[config.mk]
export PLATFORM = sky130hd
export DESIGN_NAME = fspd_ram
export DESIGN_NICKNAME = d
export VERILOG_FILES = /design/src/hdl/focus_stack_peak_depth_top_assert.svh /design/src/hdl/fspd_ram.sv
export SDC_FILE = /design/constraint.sdc
export NUM_CORES = 1
export LEC_CHECK = 0
export BUFFER_PORTS_ARGS = -buffer_cell sky130_fd_sc_hd__buf_4
export CAP_MARGIN = 20
export CORE_MARGIN = 4
export CORE_UTILIZATION = 50
export DETAILED_ROUTE_END_ITERATION = 10
export PLACE_DENSITY = 0.73
export SLEW_MARGIN = 20
export SYNTH_ARGS = -nofsm -noshare
export SYNTH_HDL_FRONTEND = slang
export SYNTH_SLANG_ARGS = --single-unit
[constraint.sdc]
create_clock -name clock -period 1.66 [get_ports clock]
set_input_delay 0 -clock clock [delete_from_list [all_inputs] [get_ports clock]]
set_output_delay 0 -clock clock [all_outputs]
set_load 0.01 [all_outputs]
[src/hdl/focus_stack_peak_depth_top_assert.svh]
// Assertion macros shared by the focus stack blocks
`ifndef FOCUS_STACK_PEAK_DEPTH_TOP_ASSERT_SVH
`define FOCUS_STACK_PEAK_DEPTH_TOP_ASSERT_SVH

// Check that a condition implies a consequence in the same cycle
`define FSPD_ASSERT_IMPLY(label, clk, rst, cond, cons, msg) \
   label: assert property (@(posedge clk) disable iff (rst) (cond) |-> (cons)) \
      else $error(msg);

// Check that a condition implies a consequence in the following cycle
`define FSPD_ASSERT_NEXT(label, clk, rst, cond, cons, msg) \
   label: assert property (@(posedge clk) disable iff (rst) (cond) |=> (cons)) \
      else $error(msg);

`endif

[src/hdl/fspd_ram.sv]
module fspd_ram #(
   parameter int WIDTH = 8,
   parameter int DEPTH = 16
) (
   input  logic                     clock,
   input  logic                     wr_en,
   input  logic [$clog2(DEPTH)-1:0] wr_addr,
   input  logic [WIDTH-1:0]         wr_data,
   input  logic [$clog2(DEPTH)-1:0] rd_addr,
   output logic [WIDTH-1:0]         rd_data
);

   logic [WIDTH-1:0] mem [DEPTH];
   logic [WIDTH-1:0] rd_data_ff;

   // write and registered read
   always_ff @(posedge clock) begin
      if (wr_en) begin
         mem[wr_addr] <= wr_data;
      end
      rd_data_ff <= mem[rd_addr];
   end

   assign rd_data = rd_data_ff;

endmodule

## Word level (Yosys, flattened, before mapping)

Memory sizes are Yosys's and may differ from the RTL's. A register that Yosys moved wholly into a read port is not among the register bits.
Index checks and enable logic that the tools add are counted.

- Mux-type cells: 2

Operator list:

| kind | number |
|---|---|
| $mux W1 | 2 |

- Register bits after elaboration: 0
- RAM bits: 128
- Input port bits: 18
- Logic and storage cells: 3
- Memories kept: 1

Memories:

| memory | words | width | rd ports | clocked after Yosys merged registers in | wr ports | line | source |
|---|---|---|---|---|---|---|---|
| mem | 16 | 8 | 1 | 1 | 1 | fspd_ram.sv:13 | `logic [WIDTH-1:0] mem [DEPTH];` |

## Depth between registers and ports, before layout

Gate-level depths: netlist of run 1.

- Depth in word-level cells: 2
- Depth in mapped cells: 5
- Gate-level depth less buffers: 3

## Worst setup path before layout of run 1

OpenSTA, ideal clock, no wires.

- Path kind: in2reg
- Start point: in wr_addr[2]
- End point: mem mem[0][0] (enable)
- Setup time: 383 ps
- Arrival time: 1110 ps
- Data required time: 1277 ps
- Slack: 167 ps
- Cell stages on the path: 2
- Path buffers: 0
- Path through: or3b_2 > nor3_1

RTL lines:

| item | line | source |
|---|---|---|
| start, declared | fspd_ram.sv:7 | `input logic [$clog2(DEPTH)-1:0] wr_addr,` |
| end, declared | fspd_ram.sv:13 |  |

Straight into the memory's write port.

## Final worst setup path of run 1

- Start point: in wr_addr[2]
- End point: mem mem[2][4] (enable)

Straight into the memory's write port.

==> results of run 1 <==
[cells by family (layout without fill, tap and decap cells)]
logic type	after synthesis	after routing	share of synthesized area, %
DFF	136	136	77.8
and+or+nand+nor	35	35	3.18
muxes	32	32	15.0
AOI/OAI and AO/OA	16	16	2.33
buffers and inverters	10	93	1.68
[worst max-delay path: stages]
cell	delay [ns]
dlygate4sd3_1	0.53
buf_4	0.14
or3b_4	0.41
nor2_2	0.11
dlygate4sd3_1	0.58
[final timing paths]
path                            cells after the start         end       start
worst max-delay path                                5   mem[2][4]  wr_addr[2]
worst min-delay path                                5  rd_data[1]  rd_addr[3]
worst max register to register                      3  rd_data[3]   mem[9][3]
worst min register to register                      3  rd_data[2]  mem[15][2]
[registers in the layout (all words and copies together) (netlist names)]
register  cells
mem         128
rd_data       8
[cell usage after synthesis]
cell / number / area share (%)
edfxtp_1: 128 / 75
nand3_1: 1 / 0.097
or3b_2: 1 / 0.17
nor3_1: 4 / 0.39
dfxtp_1: 8 / 3.1
nor2_1: 13 / 0.95
nor2b_1: 1 / 0.12
buf_6: 3 / 0.66
and2b_1: 1 / 0.15
nand2_1: 9 / 0.66
nand2b_1: 2 / 0.24
buf_2: 3 / 0.29
buf_4: 1 / 0.15
mux4_2: 18 / 7.9
and2_1: 1 / 0.12
nand3b_1: 2 / 0.29
clkdlybuf4s25_2: 3 / 0.58
mux4_1: 14 / 7.1
a22oi_1: 16 / 2.3
[layout make-up]
| class | instances | area [sq um] |
|---|---|---|
| Fill cell | 688 | 3610 |
| Clock buffer | 17 | 414 |
| Sequential cell | 136 | 4000 |
| Timing Repair Buffer | 61 | 528 |
| Tap cell | 133 | 166 |
| Multi-Input combinational cell | 83 | 1060 |
| Clock inverter | 15 | 128 |
[power breakdown]
part	switching [uW]	internal, uW	total [uW]	leakage, uW
clock network	1410	1980	3400	0.000250
registers	26.2	3840	3860	0.00122
logic	214	205	419	0.000684
[placed cells by master, fill, tap and decap left out, drive strengths merged]
cell type	instances
nand2	9
buf	48
dlygate4sd3	13
nor2	13
bufinv	1
a22oi	16
inv	4
mux4	32
nand2b	2
edfxtp	128
nand3b	2
clkinvlp	5
or3b	1
nor3	4
nor2b	1
dfxtp	8
and2	1
clkbuf	17
nand3	1
clkinv	5
and2b	1
[timing repair]
action,in CTS,in global routing
endpoints found under the hold margin,141,0
endpoints found under the setup margin,0,1
resized for setup,0,2
hold buffers,13,0
[per-stage QoR]
| stage | cells | util [%] | hold slack [ns] |
|---|---|---|---|
| 2_1_floorplan | 229 | - | 0.0989 |
| 3_3_place_gp | 400 | 56.8 | 0.307 |
| 3_5_place_dp | 400 | 56.8 | 0.317 |
| 4_1_cts | 445 | 63.5 | 0.0324 |
| 5_1_grt | 445 | 63.6 | 0.0625 |
| 6_report | 445 | 63.6 | 0.0502 |
[metal layers]
layer / up-vias / routed length, um
li1: 1118 / -
met3: 13 / 798
met1: 1312 / 4350
met2: 99 / 4820
met4: 0 / 127
met5: - / 0
==> flow_summary.json, run 1 <==
{
  "status": "complete, no violations",
  "ys_ff_latch": 136,
  "min_path_type": "primary input to flop",
  "htreeDepth": 4,
  "gr-usage-met2_pct": 29.2,
  "drc": 0,
  "preCtsSetupSlack_ns": 0.0738,
  "ff2ff_setup_slack_ns": 0.25,
  "setup_tns_ns": 0,
  "fin_area_sq_um": 6300,
  "slew_violations": 0,
  "postCtsSetupBuffers": 0,
  "post_drt_wl_per_cell_um": 22.7,
  "final.min_clock_period_ns": 1.54,
  "avgSynthCellArea_sq_um": 22.5,
  "row_count": 36,
  "final.setup_skew_ns": 0.0112,
  "grt_util_met3_pct": 5.52,
  "dp_hpwl_um": 6520,
  "dpl_cell_area_sq_um": 5630,
  "cts.sinks": 136,
  "maxSlewHeadroom_pct": 71.1,
  "gp_congestion": 0.815,
  "yosysWarnings": 0,
  "hold_violations": 0,
  "power_uw": 7680,
  "arrival_ns": 1.77,
  "grt_max_degree": 21,
  "pin_count": 26,
  "cts_tree": "built",
  "grt_use_total_pct": 19.2,
  "tightest_slew_ns": 0.431,
  "routed_via_density": 5.71,
  "area_delta_synth_final_pct": 22.4,
  "clock_latency_ns": 0.53,
  "use_met1_pct": 26.4,
  "dieHeight_um": 109,
  "clock-root-buffer": "clkbuf_8",
  "end_kind": "flop",
  "start_util_pct": 51.9,
  "syn_inst": 229,
  "synth_cell_types": 19,
  "nets": 317,
  "worstPathRequired_ns": 1.90,
  "num_vias": 2542,
  "fmax_mhz": 650,
  "setup_viol": 0,
  "rsz0062_at_grt": "false",
  "dieArea_sq_um": 12000,
  "routed_wl_um": 10100,
  "worst_slack_ns": 0.123,
  "grt_busiest_layer": "met2",
  "finalCritPeriodShare_pct": 92.6,
  "synth_nets": 247,
  "antenna_found_initial": 0,
  "port_buffers": 25,
  "critical_path_class": "primary input to flop",
  "critPathLaunchType": "primary input",
  "drtPass1Iterations": 5,
  "clk_path_buf_depth": 2,
  "path_max_fanout": 4,
  "dieWidth_um": 109,
  "grt_pass1_vias": 2619,
  "syn_area_sq_um": 5150,
  "antenna_left": 0,
  "antenna_cells": 0,
  "maxCapViolations": 0,
  "p_per_area_nw_per_um2": 1220,
  "grt_pass1_wl_um": 15600,
  "drtIter0Drc": 154,
  "power_leakage_uw": 0.00216,
  "clkSlewWorstSetupHoldPaths_ns": 0.06,
  "layout-drive-gt1-share_pct": 31.1,
  "cts_inserted_buffers": 17,
  "vdd_drop_max_mv": 0.842,
  "grt_overflow_total": 0,
  "design.core.area_sq_um": 9910,
  "synth_seq_area_share_pct": 77.8
}
No activity file was read; power rests on OpenSTA's default activity.
==> inputs of run 2 (changes only) <==
--- a/config.mk
+++ b/config.mk
@@ -7,7 +7,7 @@
 export LEC_CHECK = 0
 export BUFFER_PORTS_ARGS = -buffer_cell sky130_fd_sc_hd__buf_4
 export CAP_MARGIN = 20
-export CORE_MARGIN = 4
+export CORE_MARGIN = 3
 export CORE_UTILIZATION = 50
 export DETAILED_ROUTE_END_ITERATION = 10
 export PLACE_DENSITY = 0.73
==> run 2 against run 1 <==
  * Hold slack got worse by 0.023 ns
  * Design area decreased by 0.36%
  * Wire length decreased by 1.7%
  * Sequential power about the same
  * Critical path depth decreased by 2
  * Clock power increased by 8.8%
  * Register-to-register slack got worse by 0.04 ns
  * Combinational power decreased by 4%
  * Critical endpoint is now rd_data[0]
==> flow_summary.json, run 2 (synthesis results as in run 1) <==
{
  "seq_area_sq_um": 4000,
  "clkSlewWorstSetupHoldPaths_ns": 0.06,
  "grt_pass1_wl_um": 15300,
  "cts.sinks": 136,
  "p_sw_uw": 1520,
  "layout_common_cells": "128 x edfxtp_1, 44 x buf_4, 18 x mux4_2",
  "critPathLaunchType": "flop",
  "path_max_fanout": 1,
  "worstPathRequired_ns": 2.05,
  "post_drt_wl_per_cell_um": 22.6,
  "vdd_drop_max_mv": 0.623,
  "maxSlewHeadroom_pct": 69.2,
  "tightest_slew_ns": 0.462,
  "post_cts_resized": 0,
  "layout-drive-gt1-share_pct": 29.7,
  "dieArea_sq_um": 11500,
  "fmax_mhz": 691,
  "internal_power_uw": 6450,
  "min_path_type": "primary input to flop",
  "routed_wl_um": 9920,
  "dieHeight_um": 107,
  "cts_inserted_buffers": 17,
  "critical_path_class": "flop to flop",
  "htreeDepth": 4,
  "arrival_ns": 1.84,
  "multi_input_area_sq_um": 1060,
  "end_kind": "flop",
  "dieWidth_um": 107,
  "finalCritPeriodShare_pct": 87.2,
  "p_per_area_nw_per_um2": 1270,
  "sw_frac_of_total_pct": 19.1,
  "clk_path_buf_depth": 2,
  "final.min_clock_period_ns": 1.45,
  "layout_commonest_cell": "edfxtp_1",
  "clock_latency_ns": 0.51,
  "cts_tree": "built",
  "setup_viol": 0,
  "maxCapViolations": 0,
  "slew_violations": 0,
  "design.core.area_sq_um": 9910,
  "start_util_pct": 51.9,
  "seqPwrFrac_pct": 48.5,
  "fillers": 700,
  "power_uw": 7970,
  "drtPass1Iterations": 4,
  "grt_max_degree": 31,
  "antenna_found_initial": 0,
  "hold_path_depth": 3,
  "num_vias": 2569,
  "comb_power_share_pct": 5.0,
  "clkPwrFrac_pct": 46.4,
  "drc": 0,
  "routed_via_density": 5.85,
  "clock-root-buffer": "clkbuf_8",
  "pin_count": 26,
  "top_register": "mem",
  "dp_hpwl_um": 6100,
  "grt_overflow_total": 0,
  "grt_use_total_pct": 19.0,
  "r2r.worst_path.cells": 3,
  "largest_reg_flops": 128,
  "area_delta_synth_final_pct": 22.0,
  "port_buffers": 25,
  "hold_violations": 0,
  "setup_tns_ns": 0,
  "nets": 312,
  "power_leakage_uw": 0.00217,
  "status": "complete, no violations",
  "final.setup_skew_ns": 0.00907,
  "antenna_left": 0,
  "grt_pass1_vias": 2658,
  "antenna_cells": 0,
  "rsz0062_at_grt": "false",
  "gp_congestion": 0.700,
  "drtIter0Drc": 198,
  "row_count": 36
}
==> run 2: what timing repair did <==
action,CTS,global route
hold buffers,10,0
endpoints found under the hold margin,154,0
setup endpoints to repair,0,0
buffers inserted,0,0
==> run 2: worst max-delay path: stages, from the launching register on <==
cell and delay [ns]:
edfxtp_1 0.41, mux4_1 0.53, a22oi_1 0.30, nand2_1 0.09
==> run 2: worst paths after layout <==
kind                              endpoint  slack, ns        from
worst max register to register  rd_data[0]       0.21   mem[1][0]
worst min register to register  rd_data[1]       0.68   mem[8][1]
worst min-delay path            mem[12][4]       0.03  wr_addr[1]
worst max-delay path            rd_data[0]       0.21   mem[1][0]
==> run 2: routing by layer <==
layer  share of wire, %  vias to the layer above  GRT usage [%]
li1                   -                     1102              -
met4                1.4                        0           6.67
met5                  0                        -              0
met3                5.1                       15           6.18
met1                 44                     1362           26.3
met2                 50                       90           28.9
==> run 2: area by class of cell <==
type / count / share of cell area (%)
Clock inverter: 10 / 2.43
Multi-Input combinational cell: 83 / 16.8
Tap cell: 133 / 2.65
Timing Repair Buffer: 56 / 7.49
Sequential cell: 136 / 63.8
Clock buffer: 21 / 6.83
==> run 2: metrics by stage <==
stage	std cells	hold slack (ns)	cell area, sq um	util (%)	setup slack, ns
2_1_floorplan	229	0.0989	5150	-	0.167
3_3_place_gp	398	0.305	5600	56.5	0.167
3_5_place_dp	398	0.304	5600	56.5	0.128
4_1_cts	439	0.00718	6280	63.4	0.246
5_1_grt	439	0.0278	6280	63.4	0.231
6_report	439	0.0277	6280	63.4	0.213
==> run 2: power groups by stage <==
stage | Clock (uW) | Sequential (uW) | Combinational, uW
after detailed placement | 0 | 3940 | 388
after CTS | 3760 | 3870 | 408
final | 3700 | 3870 | 402
after floorplan | 0 | 3940 | 195
after global placement | 0 | 3930 | 379
after global routing | 3910 | 3870 | 435
==> inputs of run 3 (changes only) <==
--- a/config.mk
+++ b/config.mk
@@ -7,6 +7,7 @@
 export LEC_CHECK = 0
 export BUFFER_PORTS_ARGS = -buffer_cell sky130_fd_sc_hd__buf_4
 export CAP_MARGIN = 20
+export CORE_ASPECT_RATIO = 0.7
 export CORE_MARGIN = 3
 export CORE_UTILIZATION = 50
 export DETAILED_ROUTE_END_ITERATION = 10
==> run 3 against run 2 <==
  * Sequential share of layout area down 0.22 points
  * Clock-buffer cell count down 4
  * Maximum frequency up 3.2%
  * Worst setup slack better by 0.045 ns
  * Hold slack better by 0.039 ns
  * Die area up 0.16%
  * Via count down 2.3%
  * Wire length up 0.99%
  * Final cell count down 0.91%
  * Sequential power about the same
  * Power up 3.0%
  * Clock skew down 0.0033 ns
==> flow_summary.json, run 3 (synthesis results as in run 1) <==
{
  "grt_pass1_vias": 2545,
  "final_util_pct": 63.8,
  "hold_slack_ns": 0.0670,
  "antenna_found_initial": 1,
  "clkPwrFrac_pct": 48.0,
  "worstPathRequired_ns": 1.93,
  "htreeDepth": 4,
  "grt_max_degree": 26,
  "dieArea_sq_um": 11600,
  "fmax_mhz": 713,
  "critPathTopFamily": "multiplexers",
  "status": "complete, no violations",
  "critical_path_class": "flop to flop",
  "fillers": 650,
  "layout_common_cells": "128 x edfxtp_1, 47 x buf_4, 18 x mux4_2",
  "rsz0062_at_grt": "false",
  "critPathLaunchType": "flop",
  "clock_latency_ns": 0.42,
  "final.setup_skew_ns": 0.00572,
  "area_delta_synth_final_pct": 22.4,
  "grt_pass1_wl_um": 15500,
  "postCtsSetupBuffers": 0,
  "slowest_stage": "mux4_2",
  "maxCapViolations": 0,
  "port_buffers": 25,
  "crit_path_max_incr_delay_ns": 0.46,
  "comb_power_share_pct": 4.9,
  "layout_commonest_cell": "edfxtp_1",
  "clkSlewWorstSetupHoldPaths_ns": 0.06,
  "cts_inserted_buffers": 17,
  "min_from": "wr_addr[2]",
  "design.core.area_sq_um": 9870,
  "vdd_drop_max_mv": 0.770,
  "row_count": 30,
  "start_util_pct": 52.1,
  "pin_count": 26,
  "cts.sinks": 136,
  "power_uw": 8210,
  "antenna_cells": 0,
  "dp_hpwl_um": 6580,
  "cts_tree": "built",
  "largest_reg_flops": 128,
  "seqPwrFrac_pct": 47.1,
  "hold_violations": 0,
  "multi_input_area_sq_um": 1060,
  "layout-drive-gt1-share_pct": 31.9,
  "slew_violations": 0,
  "drtIter0Drc": 290,
  "routed_wl_um": 10000,
  "top_register": "mem",
  "arrival_ns": 1.67,
  "p_sw_uw": 1660,
  "drtPass1Iterations": 5,
  "tightest_slew_ns": 0.407,
  "grt_use_total_pct": 18.8,
  "r2r-start": "mem[8][6]",
  "p_per_area_nw_per_um2": 1300,
  "path_max_fanout": 1,
  "maxSlewHeadroom_pct": 72.9,
  "drc": 0,
  "seq_area_sq_um": 4000,
  "routed_via_density": 5.77,
  "antenna_left": 0,
  "grt_overflow_total": 0,
  "setup_viol": 0,
  "final.min_clock_period_ns": 1.40,
  "power_leakage_uw": 0.00216,
  "startpoint": "mem[8][6]",
  "internal_power_uw": 6540,
  "min_path_type": "primary input to flop",
  "dieHeight_um": 90.9,
  "finalCritPeriodShare_pct": 84.5,
  "worstPathCellList": "mux4_2, a22oi_1, nand2_1",
  "clk_path_buf_depth": 2,
  "nets": 312,
  "cp.buffers_inverters": 0,
  "dieWidth_um": 127,
  "sw_frac_of_total_pct": 20.3,
  "end_kind": "flop",
  "gp_congestion": 0.788,
  "post_drt_wl_per_cell_um": 23.0,
  "clock-root-buffer": "clkbuf_16",
  "num_vias": 2511,
  "setup_tns_ns": 0
}
==> run 3: cell count changes in the layout (fill, tap and decap cells not counted), sizes merged <==
cell	change
clkinvlp	+5
clkbuf	-4
buf	+2
dlygate4sd3	-2
clkinv	-1
inv	+1
==> run 3: worst min-delay path: stages <==
cell and delay, ns:
buf_4 0.09, or3b_2 0.15, nor2_1 0.08
==> run 3: power by group through the flow <==
| stage | Clock, uW | Combinational [uW] | Sequential [uW] |
|---|---|---|---|
| 6_report | 3940 | 399 | 3870 |
| 5_1_grt | 4140 | 433 | 3870 |
| 4_1_cts | 3990 | 404 | 3870 |
| 3_5_place_dp | 0 | 389 | 3940 |
| 3_3_place_gp | 0 | 377 | 3940 |
| 2_1_floorplan | 0 | 195 | 3940 |
==> run 3: final cells by class <==
type	instances	area share, %
sequential	136	63.5
multi-input combinational	83	16.8
clock buffer	17	6.75
clock inverter	15	3.20
tap	128	2.54
timing repair buffer	56	7.19
==> run 3: what timing repair did <==
action                                 4_1_cts  5_1_grt
hold buffers                                 8        0
endpoints found under the hold margin      128        0
resized for setup                            0        0
==> run 3: path summary, 6_finish.rpt <==
check | to | slack [ns] | depth (start not counted)
setup / recovery | rd_data[6] | 0.26 | 3
hold reg to reg | rd_data[5] | 0.68 | 3
setup reg to reg | rd_data[6] | 0.26 | 3
hold / removal | mem[1][5] | 0.07 | 3
==> run 3: routing by layer <==
metal | GRT usage [%] | up-vias | share of wire [%]
met1 | 29.0 | 1289 | 47
met2 | 24.8 | 104 | 44
met5 | 0 | - | 0
met4 | 6.25 | 0 | 1.1
li1 | - | 1106 | -
met3 | 6.91 | 12 | 8.3
==> run 3: through the flow <==
stage / setup slack [ns] / cells / cell area, sq um
5_1_grt: 0.218 / 435 / 6300
3_3_place_gp: 0.233 / 395 / 5590
6_report: 0.258 / 435 / 6300
2_1_floorplan: 0.167 / 229 / 5150
3_5_place_dp: 0.213 / 395 / 5590
4_1_cts: 0.238 / 435 / 6300
