--- src/hdl/focus_stack_peak_depth_top_assert.svh ---
// Assertion macros shared by the focus stack blocks
`ifndef FOCUS_STACK_PEAK_DEPTH_TOP_ASSERT_SVH
`define FOCUS_STACK_PEAK_DEPTH_TOP_ASSERT_SVH

// Check that a condition implies a consequence in the same cycle
`define FSPD_ASSERT_IMPLY(label, clk, rst, cond, cons, msg) \
   label: assert property (@(posedge clk) disable iff (rst) (cond) |-> (cons)) \
      else $error(msg);

// Check that a condition implies a consequence in the following cycle
`define FSPD_ASSERT_NEXT(label, clk, rst, cond, cons, msg) \
   label: assert property (@(posedge clk) disable iff (rst) (cond) |=> (cons)) \
      else $error(msg);

`endif

--- src/hdl/fspd_pkg.sv ---
package fspd_pkg;

   localparam int MAX_PIXELS_DEF    = 65536;
   localparam int MAX_FRAMES_DEF    = 256;
   localparam int FRACTION_BITS_DEF = 8;

   localparam int PIX_W   = 16;
   localparam int FRAME_W = 8;
   localparam int SHARP_W = 32;
   localparam int DEPTH_W = 16;
   localparam int COUNT_W = 9;

   // one stored entry per pixel
   localparam int ENTRY_W = 3 * SHARP_W + FRAME_W + SHARP_W;

   typedef struct packed {
      logic [PIX_W-1:0]   pixel_index;
      logic [FRAME_W-1:0] frame_number;
      logic [SHARP_W-1:0] sharpness;
   } req_type;

   typedef struct packed {
      logic [PIX_W-1:0]   pixel_out;
      logic [DEPTH_W-1:0] depth;
      logic [SHARP_W-1:0] peak_sharpness;
   } rsp_type;

   typedef struct packed {
      logic [SHARP_W-1:0] best_value;
      logic [FRAME_W-1:0] best_frame;
      logic [SHARP_W-1:0] before_best;
      logic [SHARP_W-1:0] after_best;
      logic [SHARP_W-1:0] previous_value;
   } entry_type;

   // job handed from the update stage to the offset divider
   typedef struct packed {
      logic [PIX_W-1:0]   pixel;
      logic [FRAME_W-1:0] best_frame;
      logic [SHARP_W-1:0] best_value;
      logic               refine;
      logic [SHARP_W-1:0] prev;
      logic [SHARP_W-1:0] next;
   } job_type;

   typedef enum logic [1:0] {
      ST_IDLE,
      ST_READ,
      ST_UPDATE,
      ST_WAIT
   } state_type;

endpackage

--- src/hdl/fspd_offset.sv ---
`include "focus_stack_peak_depth_top_assert.svh"

module fspd_offset #(
   parameter int FRACTION_BITS = fspd_pkg::FRACTION_BITS_DEF
) (
   input  logic              clock,
   input  logic              reset,
   input  logic              job_valid,
   output logic              job_ready,
   input  fspd_pkg::job_type job,
   output logic              rsp_valid,
   input  logic              rsp_ready,
   output fspd_pkg::rsp_type rsp
);

   localparam int SW  = fspd_pkg::SHARP_W;
   localparam int NW  = SW + 1;
   localparam int DW  = SW + 3;
   localparam int QW  = FRACTION_BITS + 2;
   localparam int CW  = $clog2(QW + 1);
   localparam int ONE = 1 << FRACTION_BITS;
   localparam int EW  = fspd_pkg::FRAME_W + FRACTION_BITS + 1;

   logic              busy_ff, busy_in;
   logic              out_valid_ff, out_valid_in;
   logic [CW-1:0]     cnt_ff, cnt_in;
   logic [DW-1:0]     rem_ff, rem_in;
   logic [DW-1:0]     den_ff, den_in;
   logic [QW-1:0]     quo_ff, quo_in;
   logic              neg_ff, neg_in;
   logic              refine_ff, refine_in;
   logic [fspd_pkg::PIX_W-1:0]   pix_ff;
   logic [fspd_pkg::FRAME_W-1:0] frame_ff;
   logic [SW-1:0]                 best_ff;
   fspd_pkg::rsp_type rsp_ff, rsp_in;

   logic signed [NW:0] num_s;
   logic signed [DW:0] den_s;
   logic [DW-1:0]      trial;
   logic [QW-1:0]      qclamp;
   logic signed [EW:0] depth_s;
   logic               done;

   // form numerator and denominator of the parabola vertex
   always_comb begin
      num_s = $signed({2'b00, job.prev}) - $signed({2'b00, job.next});
      den_s = ($signed({4'b0000, job.prev}) + $signed({4'b0000, job.next})
               - $signed({3'b000, job.best_value, 1'b0})) <<< 1;
   end

   assign done = busy_ff && (cnt_ff == CW'(0));
   assign job_ready = !busy_ff && (!out_valid_ff || rsp_ready);

   // restoring division, one quotient bit a cycle
   always_comb begin
      busy_in      = busy_ff;
      cnt_in       = cnt_ff;
      rem_in       = rem_ff;
      den_in       = den_ff;
      quo_in       = quo_ff;
      neg_in       = neg_ff;
      refine_in    = refine_ff;
      out_valid_in = out_valid_ff;
      rsp_in       = rsp_ff;
      trial        = '0;
      qclamp       = (quo_ff > QW'(ONE)) ? QW'(ONE) : quo_ff;
      depth_s      = $signed({1'b0, EW'(frame_ff) << FRACTION_BITS});
      if (refine_ff) begin
         depth_s = neg_ff ? depth_s - $signed({1'b0, EW'(qclamp)})
                          : depth_s + $signed({1'b0, EW'(qclamp)});
      end
      if (out_valid_ff && rsp_ready) begin
         out_valid_in = 1'b0;
      end
      if (job_valid && job_ready) begin
         busy_in   = 1'b1;
         refine_in = job.refine;
         neg_in    = (num_s < 0) != (den_s < 0);
         rem_in    = DW'(num_s < 0 ? -num_s : num_s);
         den_in    = DW'(den_s < 0 ? -den_s : den_s);
         quo_in    = '0;
         cnt_in    = CW'(QW);
         if (den_s == 0) begin
            // flat parabola: step a whole frame by the numerator's sign
            cnt_in    = '0;
            quo_in    = (num_s == 0) ? '0 : QW'(ONE);
            neg_in    = num_s < 0;
         end
      end else if (busy_ff && !done) begin
         // bring down bit of the scaled numerator
         trial = {rem_ff[DW-2:0], 1'b0};
         if (cnt_ff > CW'(FRACTION_BITS)) begin
            trial = rem_ff;
         end
         rem_in = (trial >= den_ff) ? trial - den_ff : trial;
         quo_in = {quo_ff[QW-2:0], trial >= den_ff};
         cnt_in = cnt_ff - CW'(1);
         if (cnt_ff > CW'(FRACTION_BITS) && cnt_ff != CW'(FRACTION_BITS + 1)) begin
            quo_in = '0;
            rem_in = rem_ff;
            if (rem_ff >= den_ff) begin
               // quotient will clamp at one in any case
               quo_in = QW'(ONE + 1);
               cnt_in = '0;
            end
         end else if (cnt_ff == CW'(FRACTION_BITS + 1)) begin
            quo_in = {{(QW-1){1'b0}}, trial >= den_ff};
         end
      end else if (done) begin
         // hold the result in the output register
         busy_in          = 1'b0;
         out_valid_in     = 1'b1;
         rsp_in.pixel_out = pix_ff;
         rsp_in.peak_sharpness = best_ff;
         rsp_in.depth     = (depth_s < 0) ? '0 : fspd_pkg::DEPTH_W'(depth_s);
      end
   end

   always_ff @(posedge clock) begin
      if (reset) begin
         busy_ff      <= 1'b0;
         out_valid_ff <= 1'b0;
      end else begin
         busy_ff      <= busy_in;
         out_valid_ff <= out_valid_in;
      end
      cnt_ff    <= cnt_in;
      rem_ff    <= rem_in;
      den_ff    <= den_in;
      quo_ff    <= quo_in;
      neg_ff    <= neg_in;
      refine_ff <= refine_in;
      rsp_ff    <= rsp_in;
      if (job_valid && job_ready) begin
         pix_ff   <= job.pixel;
         frame_ff <= job.best_frame;
         best_ff  <= job.best_value;
      end
   end

   assign rsp_valid = out_valid_ff;
   assign rsp       = rsp_ff;

   `FSPD_ASSERT_IMPLY(a_no_job_busy, clock, reset, busy_ff, !job_ready, "job taken while busy")
   `FSPD_ASSERT_NEXT(a_done_out, clock, reset, done, out_valid_ff, "result not presented")
   `FSPD_ASSERT_NEXT(a_hold_out, clock, reset, out_valid_ff && !rsp_ready,
      out_valid_ff && $stable(rsp_ff), "stalled result changed")

endmodule

--- config.mk ---
export PLATFORM = sky130hd
export DESIGN_NAME = fspd_offset
export DESIGN_NICKNAME = d
export VERILOG_FILES = /design/src/hdl/fspd_pkg.sv /design/src/hdl/fspd_offset.sv
export VERILOG_INCLUDE_DIRS = /design/src /design/src/hdl
export SDC_FILE = /design/constraint.sdc
export NUM_CORES = 1
export LEC_CHECK = 0
export ABC_AREA = 1
export BUFFER_PORTS_ARGS = -buffer_cell sky130_fd_sc_hd__buf_4
export CAP_MARGIN = 20
export CORE_ASPECT_RATIO = 0.8
export CORE_MARGIN = 2
export CORE_UTILIZATION = 55
export DETAILED_ROUTE_END_ITERATION = 6
export PLACE_DENSITY = 0.81
export SLEW_MARGIN = 25
export SYNTH_ARGS = -nofsm -noshare
export SYNTH_HDL_FRONTEND = slang
export SYNTH_SLANG_ARGS = --single-unit
--- constraint.sdc ---
create_clock -name clock -period 4.2 [get_ports clock]
set_input_delay 0.84 -clock clock [delete_from_list [all_inputs] [get_ports clock]]
set_output_delay 0.84 -clock clock [all_outputs]
set_load 0.05 [all_outputs]
# Word level (Yosys, flattened, before mapping)
# Cells that the tools add are included.
word_totals:
  reg_bits: 208
  out_inout_bits: 66
op_classes:
  add_sub_neg: 9
  n_lt_le_gt_ge: 7
  eq_ne: 5
  n_mux: 32
  bitwise: 2
  n_reduce_logical: 18
ops:
  columns: ["op", "count"]
  rows:
  - ["2-to-1 mux 35 bit", 9]
  - [">= comparator 35 bit", 2]
  - ["2-to-1 mux 10 bit", 5]
  - ["zero test 36 bit", 1]
  - ["2-to-1 mux 18 bit", 2]
  - ["< comparator 35 x 1 -> 1 bit (second input constant)", 1]
  - ["negator 33 -> 35 bit", 1]
  - ["negator 35 bit", 1]
  - ["subtractor 35 bit", 1]
  - ["zero test 34 bit", 1]
  - ["subtractor 33 x 33 -> 34 bit", 1]
  - ["adder 32 x 32 -> 33 bit", 1]
  - ["< comparator 33 x 1 -> 1 bit (second input constant)", 1]
  - ["subtractor 32 x 32 -> 33 bit", 1]
  - ["2-to-1 mux 9 bit", 3]
  - ["2-to-1 mux 4 bit", 5]
  - ["< comparator 18 x 1 -> 1 bit (second input constant)", 1]
  - ["adder 16 x 10 -> 17 bit", 1]
  - ["subtractor 16 x 10 -> 17 bit", 1]
  - ["> comparator 10 x 9 -> 1 bit (second input constant)", 1]
  - ["2-to-1 mux 1 bit", 8]
  - ["logical AND 1 bit", 6]
  - ["equality test 4 bit (second input constant)", 1]
  - ["> comparator 4 bit (second input constant)", 1]
  - ["other kinds (11)", 17]

# Logic depth before layout (Yosys ltp)
# Gate-level depths: netlist of the first run.
logic_depth:
  depth_word: 11
  ltp_mapped: 23

# Worst setup path after synthesis of the first run
# No wires, ideal clock.
synth_timing:
  path_kind: "input to register"
  start: "input rsp_ready"
  end: "register rem_ff[0] (enable)"
  setup_ns: 0.428
  t_arrival_ns: 4.128
  required_ns: 3.772
  path_slack_ns: -0.355
  cell_stages: 7
  n_path_buf: 1
  cell_sequence: "inv_1 a21oi_1 nand2_1 clkbuf_1 nand2_1 inv_1 nor2_1"
synth_via:
  elab_chain_len: 5
synth_lines:
  columns: ["item", "line", "rtl"]
  rows:
  - ["start, declared", "fspd_offset.sv:12", "input logic rsp_ready,"]
  - ["logical OR 1 bit *", "fspd_offset.sv:52", "assign job_ready = !busy_ff && (!out_valid_ff || rsp_ready);"]
  - ["logical AND 1 bit *", "fspd_offset.sv:52", null]
  - ["via job_ready", "fspd_offset.sv:9", "output logic job_ready,"]
  - ["logical AND 1 bit *", "fspd_offset.sv:75", "if (job_valid && job_ready) begin"]
  - ["inequality test 2 bit (no source line) or nonzero test 2 bit (tied branches)", null, null]
  - ["AND reduction 2 bit (no source line) *", null, null]
  - ["end signal, assigned", "fspd_offset.sv:128", "rem_ff <= rem_in;"]
  - ["end, declared", "fspd_offset.sv:27", "logic [DW-1:0] rem_ff, rem_in;"]
# Mark *: on every way through the listed nets, which the timed path passes. The rest lies on a longest branch.
# A chain may end at the register's enable or synchronous reset.

# Final worst setup path of the first run
layout_timing:
  start: "register cnt_ff[0]"
  end: "register rem_ff[28] (data pin)"
layout_via:
  elab_chain_len: 9
layout_lines:
  columns: ["item", "line", "rtl"]
  rows:
  - ["start, declared", "fspd_offset.sv:26", "logic [CW-1:0] cnt_ff, cnt_in;"]
  - ["start signal, assigned", "fspd_offset.sv:127", "cnt_ff <= cnt_in;"]
  - ["> comparator 4 bit *", "fspd_offset.sv:92", "if (cnt_ff > CW'(FRACTION_BITS)) begin"]
  - ["2-to-1 mux 35 bit *", "fspd_offset.sv:92", null]
  - ["2-to-1 mux 35 bit *", "fspd_offset.sv:89", "end else if (busy_ff && !done) begin"]
  - ["2-to-1 mux 35 bit *", "fspd_offset.sv:75", null]
  - ["subtractor 35 bit or >= comparator 35 bit (tied branches)", "fspd_offset.sv:95", "rem_in = (trial >= den_ff) ? trial - den_ff : trial;"]
  - ["2-to-1 mux 35 bit *", "fspd_offset.sv:95", null]
  - ["2-to-1 mux 35 bit *", "fspd_offset.sv:98", "if (cnt_ff > CW'(FRACTION_BITS) && cnt_ff != CW'(FRACTION_BITS + 1)) begin"]
  - ["2-to-1 mux 35 bit *", "fspd_offset.sv:89", null]
  - ["2-to-1 mux 35 bit *", "fspd_offset.sv:75", null]
  - ["via rem_in[28]", "fspd_offset.sv:27", null]
# Mark *: on every way through the listed nets, which the timed path passes. The rest lies on a longest branch. The select of a mux whose other input is x is not followed.

==> results of run 1 <==
## placed cells by master (no fill, tap or decap), types with 4 or more instances in the layout
cell,netlist,routed
o21ai_0,97,95
a21o_1,7,7
nand2_1,915,915
inv_2,37,38
a211oi_1,4,4
o211ai_1,24,24
a21boi_0,5,4
edfxtp_1,205,205
nor2_1,226,224
xor2_1,57,57
nor4_1,4,4
clkinv_2,0,5
or2_2,9,9
and2_1,8,8
o21ai_1,10,12
clkbuf_16,0,23
inv_1,561,558
a21oi_1,116,114
nand3_2,14,15
ha_1,143,142
nand3b_1,8,8
buf_4,2,224
fa_1,33,33
o21ai_2,4,4
a21oi_2,2,4
nand2_2,61,61
nand4_1,38,38
o21bai_1,8,8
nor3_1,23,23
xnor2_1,22,22
nor2_4,8,8
clkinv_1,3,10
nor2_2,35,37
o21a_1,4,4
nand3_1,197,196
## registers in the layout, summed over array words and instances, names as in the netlist
signal     flops
best_ff       32
busy_ff        1
cnt_ff         4
den_ff        34
frame_ff       8
neg_ff         1
pix_ff        16
quo_ff        10
refine_ff      1
rem_ff        35
rsp           64
rsp_valid      1
## per-layer routing
| layer | track usage (%) | vias up | wire length, um |
|---|---|---|---|
| met3 | 5.47 | 111 | 6170 |
| met1 | 48.6 | 9232 | 29000 |
| li1 | - | 9765 | - |
| met4 | 9.84 | 0 | 1930 |
| met5 | 0 | - | 0 |
| met2 | 55.4 | 984 | 29100 |
## worst max-delay path, delay by kind of cell (launching register included)
| family | cells | cell delay [ps] |
|---|---|---|
| AO/OA/AOI/OAI | 5 | 1170 |
| adder cells (fa/ha/maj) | 2 | 500 |
| buffers and inverters | 3 | 560 |
| flip-flops | 1 | 420 |
| AND/OR/NAND/NOR | 10 | 1030 |
## repair_timing
action / CTS / global route
resized for setup: 0 / 12
setup endpoints to repair: 0 / 28
buffers inserted: 0 / 0
## final timing paths
kind                   from          to  cells past startpoint
setup / recovery  cnt_ff[0]  rem_ff[28]                     20
hold / removal    pix_ff[4]     rsp[52]                      0
setup reg to reg  cnt_ff[0]  rem_ff[28]                     20
hold reg to reg   pix_ff[4]     rsp[52]                      0
## per-stage QoR
step | hold WS (ps) | utilization (%) | instances | area (sq um)
after CTS | 421 | 64.3 | 3668 | 23100
after global placement | 401 | 62.2 | 3626 | 22400
after detailed placement | 405 | 62.2 | 3626 | 22400
after floorplan | 400 | - | 2948 | 20200
after global routing | 423 | 64.4 | 3668 | 23200
final | 419 | 64.4 | 3668 | 23200
## power groups by stage
stage	combinational (mW)	clock [mW]	sequential, mW
floorplan	5.61	0	3.13
global placement	7.85	0	3.15
detailed placement	8.00	0	3.16
CTS	8.06	2.03	3.13
global route	9.25	2.10	3.17
finish	8.33	2.02	3.14
## layout make-up
type | count | area, sq um
Inverter | 601 | 2260
Timing Repair Buffer | 229 | 1770
Clock inverter | 17 | 146
Multi-Input combinational cell | 2109 | 11600
Fill cell | 3248 | 12800
Clock buffer | 25 | 583
Tap cell | 480 | 601
Sequential cell | 207 | 6200
## cell families after synthesis
group,share of synthesized area [%]
AND/OR/NAND/NOR,33.3
buffers and inverters,11.9
AO/OA/AOI/OAI,8.30
flip-flops,30.7
adder cells (fa/ha/maj),12.1
XOR/XNOR,3.59
other,0.0372
==> results.txt, run 1 <==
Prevailing post-synth register cell: edfxtp_1
PD cells: 582 nW/um^2
Layout area overhead: 14.8%
Synthesized flop and latch total: 207
Switching Fraction: 49.4%
1st-pass router iterations: 6
Sequential share of the synthesized area: 30.7%
Worst-Margin Slew: 849 ps
Number of port buffers: 190
Initial DRC count: 2,155
Area share of the largest cell type after synthesis: 30.5%
CTS tree: done
Detailed-route DRC error count: 0
Clock root cell: clkbuf_16
Post-synthesis cell area: 20,200 sq um
Worst-path cell chain: inv_1 -> ha_1 -> nand2_1 -> nand2_1 -> buf_6 -> buf_4 -> nand2_1 -> o21ai_0 -> ha_1 -> a21oi_1 -> nand2_1 -> a21oi_2 -> o21bai_1 -> a21boi_1 -> nand3b_1 -> nand2_1 -> nand2_1 -> nand3_1 -> nand3_1 -> nand2_1
Ant. Diodes: 0
Starting Density: 56.1%
First-pass GRT wire length: 104,000 um
Via count: 20,100
Leakage power: 12.0 nW
CTS sink count: 207
Synth top cells by count: 915 x nand2_1, 561 x inv_1, 226 x nor2_1, 205 x edfxtp_1, 197 x nand3_1
Final HPWL DP: 54,900 um
Final WL: 66,300 um
Largest net degree at the start of global routing: 70
Synth area leaders: edfxtp_1 31%, nand2_1 17%, inv_1 10%, ha_1 8.9%, nand3_1 4.9%
Core area: 36,000 sq um
Slowest CP cell: edfxtp_1
Combinational share of power: 61.8%
Worst setup SP type: register
Max Cap Viol: 0
Most common cell in the netlist: nand2_1
Remaining Overflow, GRT: 0
Tot GR Track Use: 34.6%
CP max FO: 26
I/O pin count: 191
Async SR Flop Fraction: 0%
Syn_area_per_cell: 6.85 sq um
Die H: 175 um
Peak supply drop: 467 uV
Flop pwr share: 23.3%
Part of the cycle the worst path needs: 93.9%
Fin. Hold Viols: 0
Worst setup EP type: register
Slowest stage delay, CP: 420 ps
Fin worst setup slack: 254 ps
Post-synth EDFFs: 205
Share of layout cells above drive strength 1: 14.2%
R2r setup slk: 250 ps
Setup violators final: 0
Type of the most critical hold path: reg -> reg
Clk pwr share: 15.0%
P_sw: 6.66 mW
Die area: 38,200 sq um
CTS Buf Count: 23
Initial antenna violation count: 0
Crit path DAT: 4250 ps
Cells after Synth: 2,947
Row cnt: 62
CTS Buffer Depth: 3
Most frequent CP cell: nand2_1
Slew headroom: 43.3%
Final ANT Viol Nets: 0
Clock Latency Late Sink: 560 ps
Dpl ws: 48.9 ps
Post-route minimum period: 3950 ps
Fin. max-slew vios: 0
Post-cts hold buffer count: 0
Vias/cell: 5.48
Fmax: 0.253 GHz
Pwr Total: 13.5 mW
Final net count: 3,472
Clk pin slew, worst setup/hold paths: 70 ps
Int Pwr: 6.82 mW
Ys Warns: 0
Max H-tree Level: 1
Synth area leader: edfxtp_1
Run status: finished, final reports clean
WS Path Type: reg -> reg
Routability Congestion: 1.02
Library cells used by synthesis: 56
RSZ-0062 raised after global routing: no
Vias in the first global route: 19,300
Wire per inst: 18.1 um
Critical path data required time: 4500 ps
Die Wd: 218 um
Post-route setup TNS: 0 ps
Worst Skew: 13.7 ps
Power figures use the tool's default switching activity.
==> run 2, diff against run 1 <==
==> constraint.sdc (replaced) <==
create_clock -name clock -period 4.38 [get_ports clock]
set_input_delay 0.876 -clock clock [delete_from_list [all_inputs] [get_ports clock]]
set_output_delay 0.876 -clock clock [all_outputs]
set_load 0.05 [all_outputs]
==> run 2 against run 1 <==
  * Clock power is 6% lower
  * Global-route usage shrank 0.51 points
  * Via count is 0.47% lower
  * Combinational power shrank 5.9%
  * Critical path type unchanged
  * Largest cell class unchanged
  * Largest power group unchanged
  * Highest routed layer unchanged
==> results.txt, run 2 (synthesis results as in run 1) <==
WL met3: 6000 um (-2.8%)
Stages on worst setup path: 17 (-15%)
P_sw: 6.32 mW (-5.2%)
Fill count: 3,208 (-1.2%)
FF-to-FF End: rem_ff[7]
Worst setup endpoint: rem_ff[7]
Remaining Overflow, GRT: 0 (unchanged)
PD cells: 552 nW/um^2 (-5.1%)
Post-route setup TNS: 0 ps (unchanged)
Critical path data required time: 4670 ps (+170 ps)
Flop pwr share: 23.5% (+0.2 points)
Share of layout cells above drive strength 1: 13.7% (-0.50 points)
Sequential cell area: 6200 sq um (unchanged)
Clk pwr share: 14.8% (-0.2 points)
Fmax: 0.240 GHz (-5.4%)
Final HPWL DP: 53,900 um (-1.7%)
Via count: 20,000 (-0.47%)
Layout area overhead: 14.1%
CTS Buffer Depth: 3 (unchanged)
Crit path DAT: 4460 ps (+210 ps)
Final Core Density: 63.9% (-0.42 points)
Worst setup EP type: register
Multi-input logic area: 11,600 sq um (about the same)
Final net count: 3,459 (-0.37%)
CP max FO: 33 (+27%)
Vias in the first global route: 19,000 (-1.9%)
Slowest CP cell: edfxtp_1
Slew headroom: 47.4% (+4.1 points)
Commonest non-fill, non-tap cell in the layout: nand2_1
RSZ-0062 raised after global routing: no
Initial DRC count: 2,293 (+6.4%)
Leakage power: 11.9 nW (-0.66%)
Die area: 38,200 sq um (unchanged)
Row cnt: 62 (unchanged)
1st-pass router iterations: 6 (unchanged)
First-pass GRT wire length: 102,000 um (-1.6%)
CTS sink count: 207 (unchanged)
Clock Latency Late Sink: 550 ps (about the same)
Final ANT Viol Nets: 0 (unchanged)
Largest register FFs: 64 (unchanged)
Die Wd: 218 um (unchanged)
Routability Congestion: 0.976 (-4.4%)
Detailed-route DRC error count: 0 (unchanged)
DR WL met2: 29,000 um (-0.64%)
Worst r2r src: cnt_ff[0]
Top sig layer: met4
R2R cell count: 17 (-15%)
Fin. Hold Viols: 0 (unchanged)
CTS tree: done
Worst-Margin Slew: 783 ps (-65.7 ps)
Max Cap Viol: 0 (unchanged)
WP buf/inv: 4 (+1)
Die H: 175 um (unchanged)
WS Path Type: reg -> reg
I/O pin count: 191 (unchanged)
Max H-tree Level: 1 (unchanged)
Final WL: 65,500 um (-1.2%)
Initial antenna violation count: 1 (+1)
Worst Skew: 14.5 ps (+0.773 ps)
Largest net degree at the start of global routing: 116 (+66%)
Worst-path cell chain: inv_1 -> ha_1 -> nand2_1 -> nand2_1 -> clkinv_1 -> buf_12 -> o21ai_0 -> ha_1 -> a21oi_1 -> o21ai_0 -> nand2_1 -> nand2_1 -> a31oi_2 -> nand3_4 -> buf_4 -> o21ai_0 -> o21ai_0
CTS Buf Count: 23 (unchanged)
CP Launch Point: cnt_ff[0]
Wire per inst: 17.9 um (-0.79%)
Combinational share of power: 61.6% (-0.2 points)
Setup repair bufs after CTS: 0 (unchanged)
Run status: finished, final reports clean
Part of the cycle the worst path needs: 95.2% (+1.3 points)
Ant. Diodes: 0 (unchanged)
Type of the most critical hold path: reg -> reg
Int Pwr: 6.40 mW (-6.2%)
Core area: 36,000 sq um (unchanged)
Worst setup SP type: register
Clock root cell: clkbuf_16
Starting Density: 56.1% (unchanged)
Vias/cell: 5.47 (about the same)
Post-route minimum period: 4170 ps (+225 ps)
Number of port buffers: 190 (unchanged)
WL met1: 28,700 um (-1.3%)
Switching Fraction: 49.7% (+0.27 points)
Slowest stage delay, CP: 410 ps (about the same)
Setup violators final: 0 (unchanged)
Most frequent cells in the layout: 915 x nand2_1, 559 x inv_1, 225 x nor2_1, 214 x buf_4, 205 x edfxtp_1
Largest delay share family, worst path: compound AO/OA/AOI/OAI gates
Clk pin slew, worst setup/hold paths: 70 ps (about the same)
Hold_ws: 418 ps (-1.26 ps)
R2r setup slk: 210 ps (-50 ps)
Tot GR Track Use: 34.1% (-0.51 points)
Fin. max-slew vios: 0 (unchanged)
Post-cts hold buffer count: 0 (unchanged)
Peak supply drop: 392 uV (-16%)
## run 2: changes by cell type in the layout (fill, tap and decap cells not counted), sizes merged
cell,change
clkinvlp,-1
bufinv,-1
clkbuf,+3
buf,-13
inv,+1
clkinv,-3
## run 2: layer usage
metal  vias to the layer above  global-route usage, %
met1                      9214                   48.1
met3                       118                   4.66
met2                       935                   55.3
met4                         0                   8.67
li1                       9730                      -
met5                         -                      0
## run 2: power groups by stage
stage / Sequential, mW / Combinational [mW] / Clock [mW]
after floorplan: 3.00 / 5.38 / 0
after global placement: 3.01 / 7.40 / 0
after detailed placement: 3.01 / 7.57 / 0
after CTS: 2.98 / 7.62 / 1.91
after global routing: 3.03 / 8.67 / 1.98
final: 2.99 / 7.84 / 1.89
## run 2: layout make-up
class                   instances  share of cell area [%]
well taps                     480                    2.61
flip-flops and latches        207                    26.9
clock inverters                13                   0.495
repair buffers                216                    7.15
clock buffers                  28                    2.58
inverters                     601                    9.81
multi-input cells            2109                    50.4
## run 2: worst min path at each step
stage / end / slack, ps / depth (start not counted) / startpoint
2_1_floorplan: rsp[0] / 400 / 0 / best_ff[0]
3_3_place_gp: rsp[52] / 400 / 0 / pix_ff[4]
3_5_place_dp: rsp[10] / 400 / 0 / best_ff[10]
4_1_cts: rsp[18] / 420 / 0 / best_ff[18]
5_1_grt: rsp[13] / 420 / 0 / best_ff[13]
6_report: rsp[31] / 420 / 0 / best_ff[31]
## run 2: what timing repair did
item                                    in CTS  in global routing
gates resized for setup                      0                  2
endpoints found under the setup margin       0                 33
endpoints found under the hold margin        0                  0
## run 2: metrics by stage
step / total power, mW / setup WS, ps / std cells / cell area (sq um)
after global placement: 10.4 / 159 / 3613 / 22300
after detailed placement: 10.6 / 156 / 3613 / 22300
after global routing: 13.7 / 50.0 / 3654 / 23000
final: 12.7 / 209 / 3654 / 23000
after CTS: 12.5 / 168 / 3654 / 23000
after floorplan: 8.38 / 352 / 2948 / 20200
## run 2: worst reg2reg max path: cells and delay by family, from the launching register on
family / cells / cell delay [ps]
compound gates: 6 / 1500
buf+inv: 4 / 750
simple gates: 5 / 730
fa+ha+maj: 2 / 540
flops: 1 / 410
==> run 3, diff against run 2 <==
--- a/config.mk
+++ b/config.mk
@@ -9,11 +9,13 @@
 export ABC_AREA = 1
 export BUFFER_PORTS_ARGS = -buffer_cell sky130_fd_sc_hd__buf_4
 export CAP_MARGIN = 20
+export CELL_PAD_IN_SITES_DETAIL_PLACEMENT = 0
+export CELL_PAD_IN_SITES_GLOBAL_PLACEMENT = 2
 export CORE_ASPECT_RATIO = 0.8
 export CORE_MARGIN = 2
-export CORE_UTILIZATION = 55
+export CORE_UTILIZATION = 35
 export DETAILED_ROUTE_END_ITERATION = 6
-export PLACE_DENSITY = 0.81
+export PLACE_DENSITY = 0.89
 export SLEW_MARGIN = 25
 export SYNTH_ARGS = -nofsm -noshare
 export SYNTH_HDL_FRONTEND = slang
==> run 3 against run 2 <==
  * Design area is 2.3% higher
  * Wire length is 7.1% higher
  * Maximum frequency is 2.7% higher
  * Die area is 56% higher
  * Worst setup slack better by 110 ps
  * Critical path depth is 2 higher
  * Highest routed layer unchanged
  * Worst hold slack worse by 1.4 ps
==> results.txt, run 3 (synthesis results as in run 1) <==
Run status: finished, final reports clean
R2R cell count: 19 (+2)
Final WL: 70,200 um (+7.1%)
Peak supply drop: 235 uV (-40%)
Post-route minimum period: 4060 ps (-108 ps)
Remaining Overflow, GRT: 0 (unchanged)
Critical path data required time: 4690 ps (+20 ps)
Share of layout cells above drive strength 1: 14.3% (+0.66 points)
Number of port buffers: 190 (unchanged)
Largest net degree at the start of global routing: 78 (-33%)
Fin. Hold Viols: 0 (unchanged)
1st-pass router iterations: 6 (unchanged)
Setup repair bufs after CTS: 0 (unchanged)
FF-to-FF End: rem_ff[31]
Hold path start: best_ff[17]
Wire per inst: 17.7 um (-1.1%)
Tot GR Track Use: 23.5% (-11 points)
Routability Congestion: 0.935 (-4.2%)
Final ANT Viol Nets: 0 (unchanged)
Part of the cycle the worst path needs: 92.8% (-2.5 points)
Leakage power: 12.0 nW (+1.0%)
Type of the most critical hold path: reg -> reg
Detailed-route DRC error count: 0 (unchanged)
Clock root cell: clkbuf_16
CTS Buffer Depth: 3 (unchanged)
I/O pin count: 191 (unchanged)
RSZ-0062 raised after global routing: no
Most frequent cells in the layout: 915 x nand2_1, 559 x inv_1, 234 x buf_4, 225 x nor2_1, 205 x edfxtp_1
Initial DRC count: 1,390 (-39%)
Clk pin slew, worst setup/hold paths: 60 ps (about the same)
Post-route setup TNS: 0 ps (unchanged)
Layout area overhead: 16.7%
Final HPWL DP: 59,800 um (+11%)
WS Path Type: in -> reg
CTS tree: done
Hold_ws: 416 ps (-1.41 ps)
Crit path DAT: 4370 ps (-90 ps)
Row cnt: 78 (+26%)
Fmax: 0.246 GHz (+2.7%)
Ant. Diodes: 0 (unchanged)
R2r setup slk: 440 ps (+230 ps)
Vias in the first global route: 18,700 (-1.6%)
CP max FO: 5 (-85%)
Final net count: 3,481 (+0.64%)
PD cells: 541 nW/um^2 (-2.2%)
Max Cap Viol: 0 (unchanged)
CTS Buf Count: 23 (unchanged)
CTS sink count: 207 (unchanged)
Final Core Density: 41.5% (-22 points)
Initial antenna violation count: 0 (-1)
Die Wd: 272 um (+25%)
Hold EP: rsp[17]
Worst setup SP type: input port
Worst Skew: 12.5 ps (-1.98 ps)
First-pass GRT wire length: 108,000 um (+5.9%)
Setup violators final: 0 (unchanged)
Worst-Margin Slew: 888 ps (+105 ps)
Max H-tree Level: 1 (unchanged)
Clock Latency Late Sink: 570 ps (+20 ps)
Via count: 19,400 (-3.1%)
Worst r2r src: cnt_ff[0]
Vias/cell: 4.90 (-10%)
Slew headroom: 40.8% (-6.6 points)
Largest register FFs: 64 (unchanged)
Post-cts hold buffer count: 0 (unchanged)
Die H: 219 um (+25%)
Core area: 56,800 sq um (+58%)
Post-cts resize count: 0 (unchanged)
Die area: 59,600 sq um (+56%)
Commonest non-fill, non-tap cell in the layout: nand2_1
Worst setup EP type: register
Starting Density: 35.5% (-21 points)
WHS Path Cells: 0 (unchanged)
Fin. max-slew vios: 0 (unchanged)
-- run 3: changes by cell type in the layout (fill, tap and decap cells not counted), sizes merged --
| cell | previous run | this run |
|---|---|---|
| inv | 599 | 600 |
| clkbuf | 28 | 32 |
| clkinv | 12 | 8 |
| bufinv | 1 | 0 |
| buf | 216 | 238 |
-- run 3: layout make-up --
type	count	area, sq um
Clock inverter	9	68.8
Fill cell	5964	33200
Timing Repair Buffer	238	1840
Tap cell	760	951
Multi-Input combinational cell	2109	11600
Sequential cell	207	6200
Inverter	601	2260
Clock buffer	32	649
-- run 3: worst max path at each step --
stage,start,end,slack [ps],cells after the start
after floorplan,rsp_ready,rem_ff[0],350,7
after global placement,job[5],cnt_ff[3],-240,19
after detailed placement,job[5],cnt_ff[3],-200,19
after CTS,job[5],cnt_ff[3],380,19
after global routing,cnt_ff[0],rem_ff[28],100,19
final,job[5],cnt_ff[3],320,19
-- run 3: critical path, stage by stage --
cell and delay (ps):
buf_4 90, inv_1 60, fa_1 540, inv_1 60
ha_1 370, nand2_1 140, inv_2 50, nand2_1 110
nand3_1 210, nand2_1 130, nand2_2 110, xnor2_1 450
nand2_1 280, nor2_1 160, nand2_1 60, nor2_1 200
nand3_2 140, o21ai_2 240, nand2_1 80
-- run 3: through the flow --
stage	total power [mW]	cell area, sq um	std cells	worst slack [ps]
after floorplan	8.38	20200	2948	352
after global placement	10.8	22800	3915	-244
after detailed placement	10.8	22800	3915	-205
after CTS	12.7	23600	3956	384
after global routing	13.9	23600	3956	98.2
final	12.7	23600	3956	317
-- run 3: report_power, final --
part	switching [mW]	internal [mW]	total, mW
Combinational	5.18	2.64	7.83
Sequential	0.217	2.76	2.98
Clock	0.884	1.04	1.93
Total	6.28	6.45	12.7
-- run 3: metal layers --
layer | part of all wire, % | global-route usage (%) | up-vias
met5 | 0 | 0 | -
met4 | 1.8 | 4.21 | 0
met3 | 4.9 | 2.23 | 72
met2 | 44 | 37.4 | 471
met1 | 50 | 34.7 | 9072
li1 | - | - | 9764
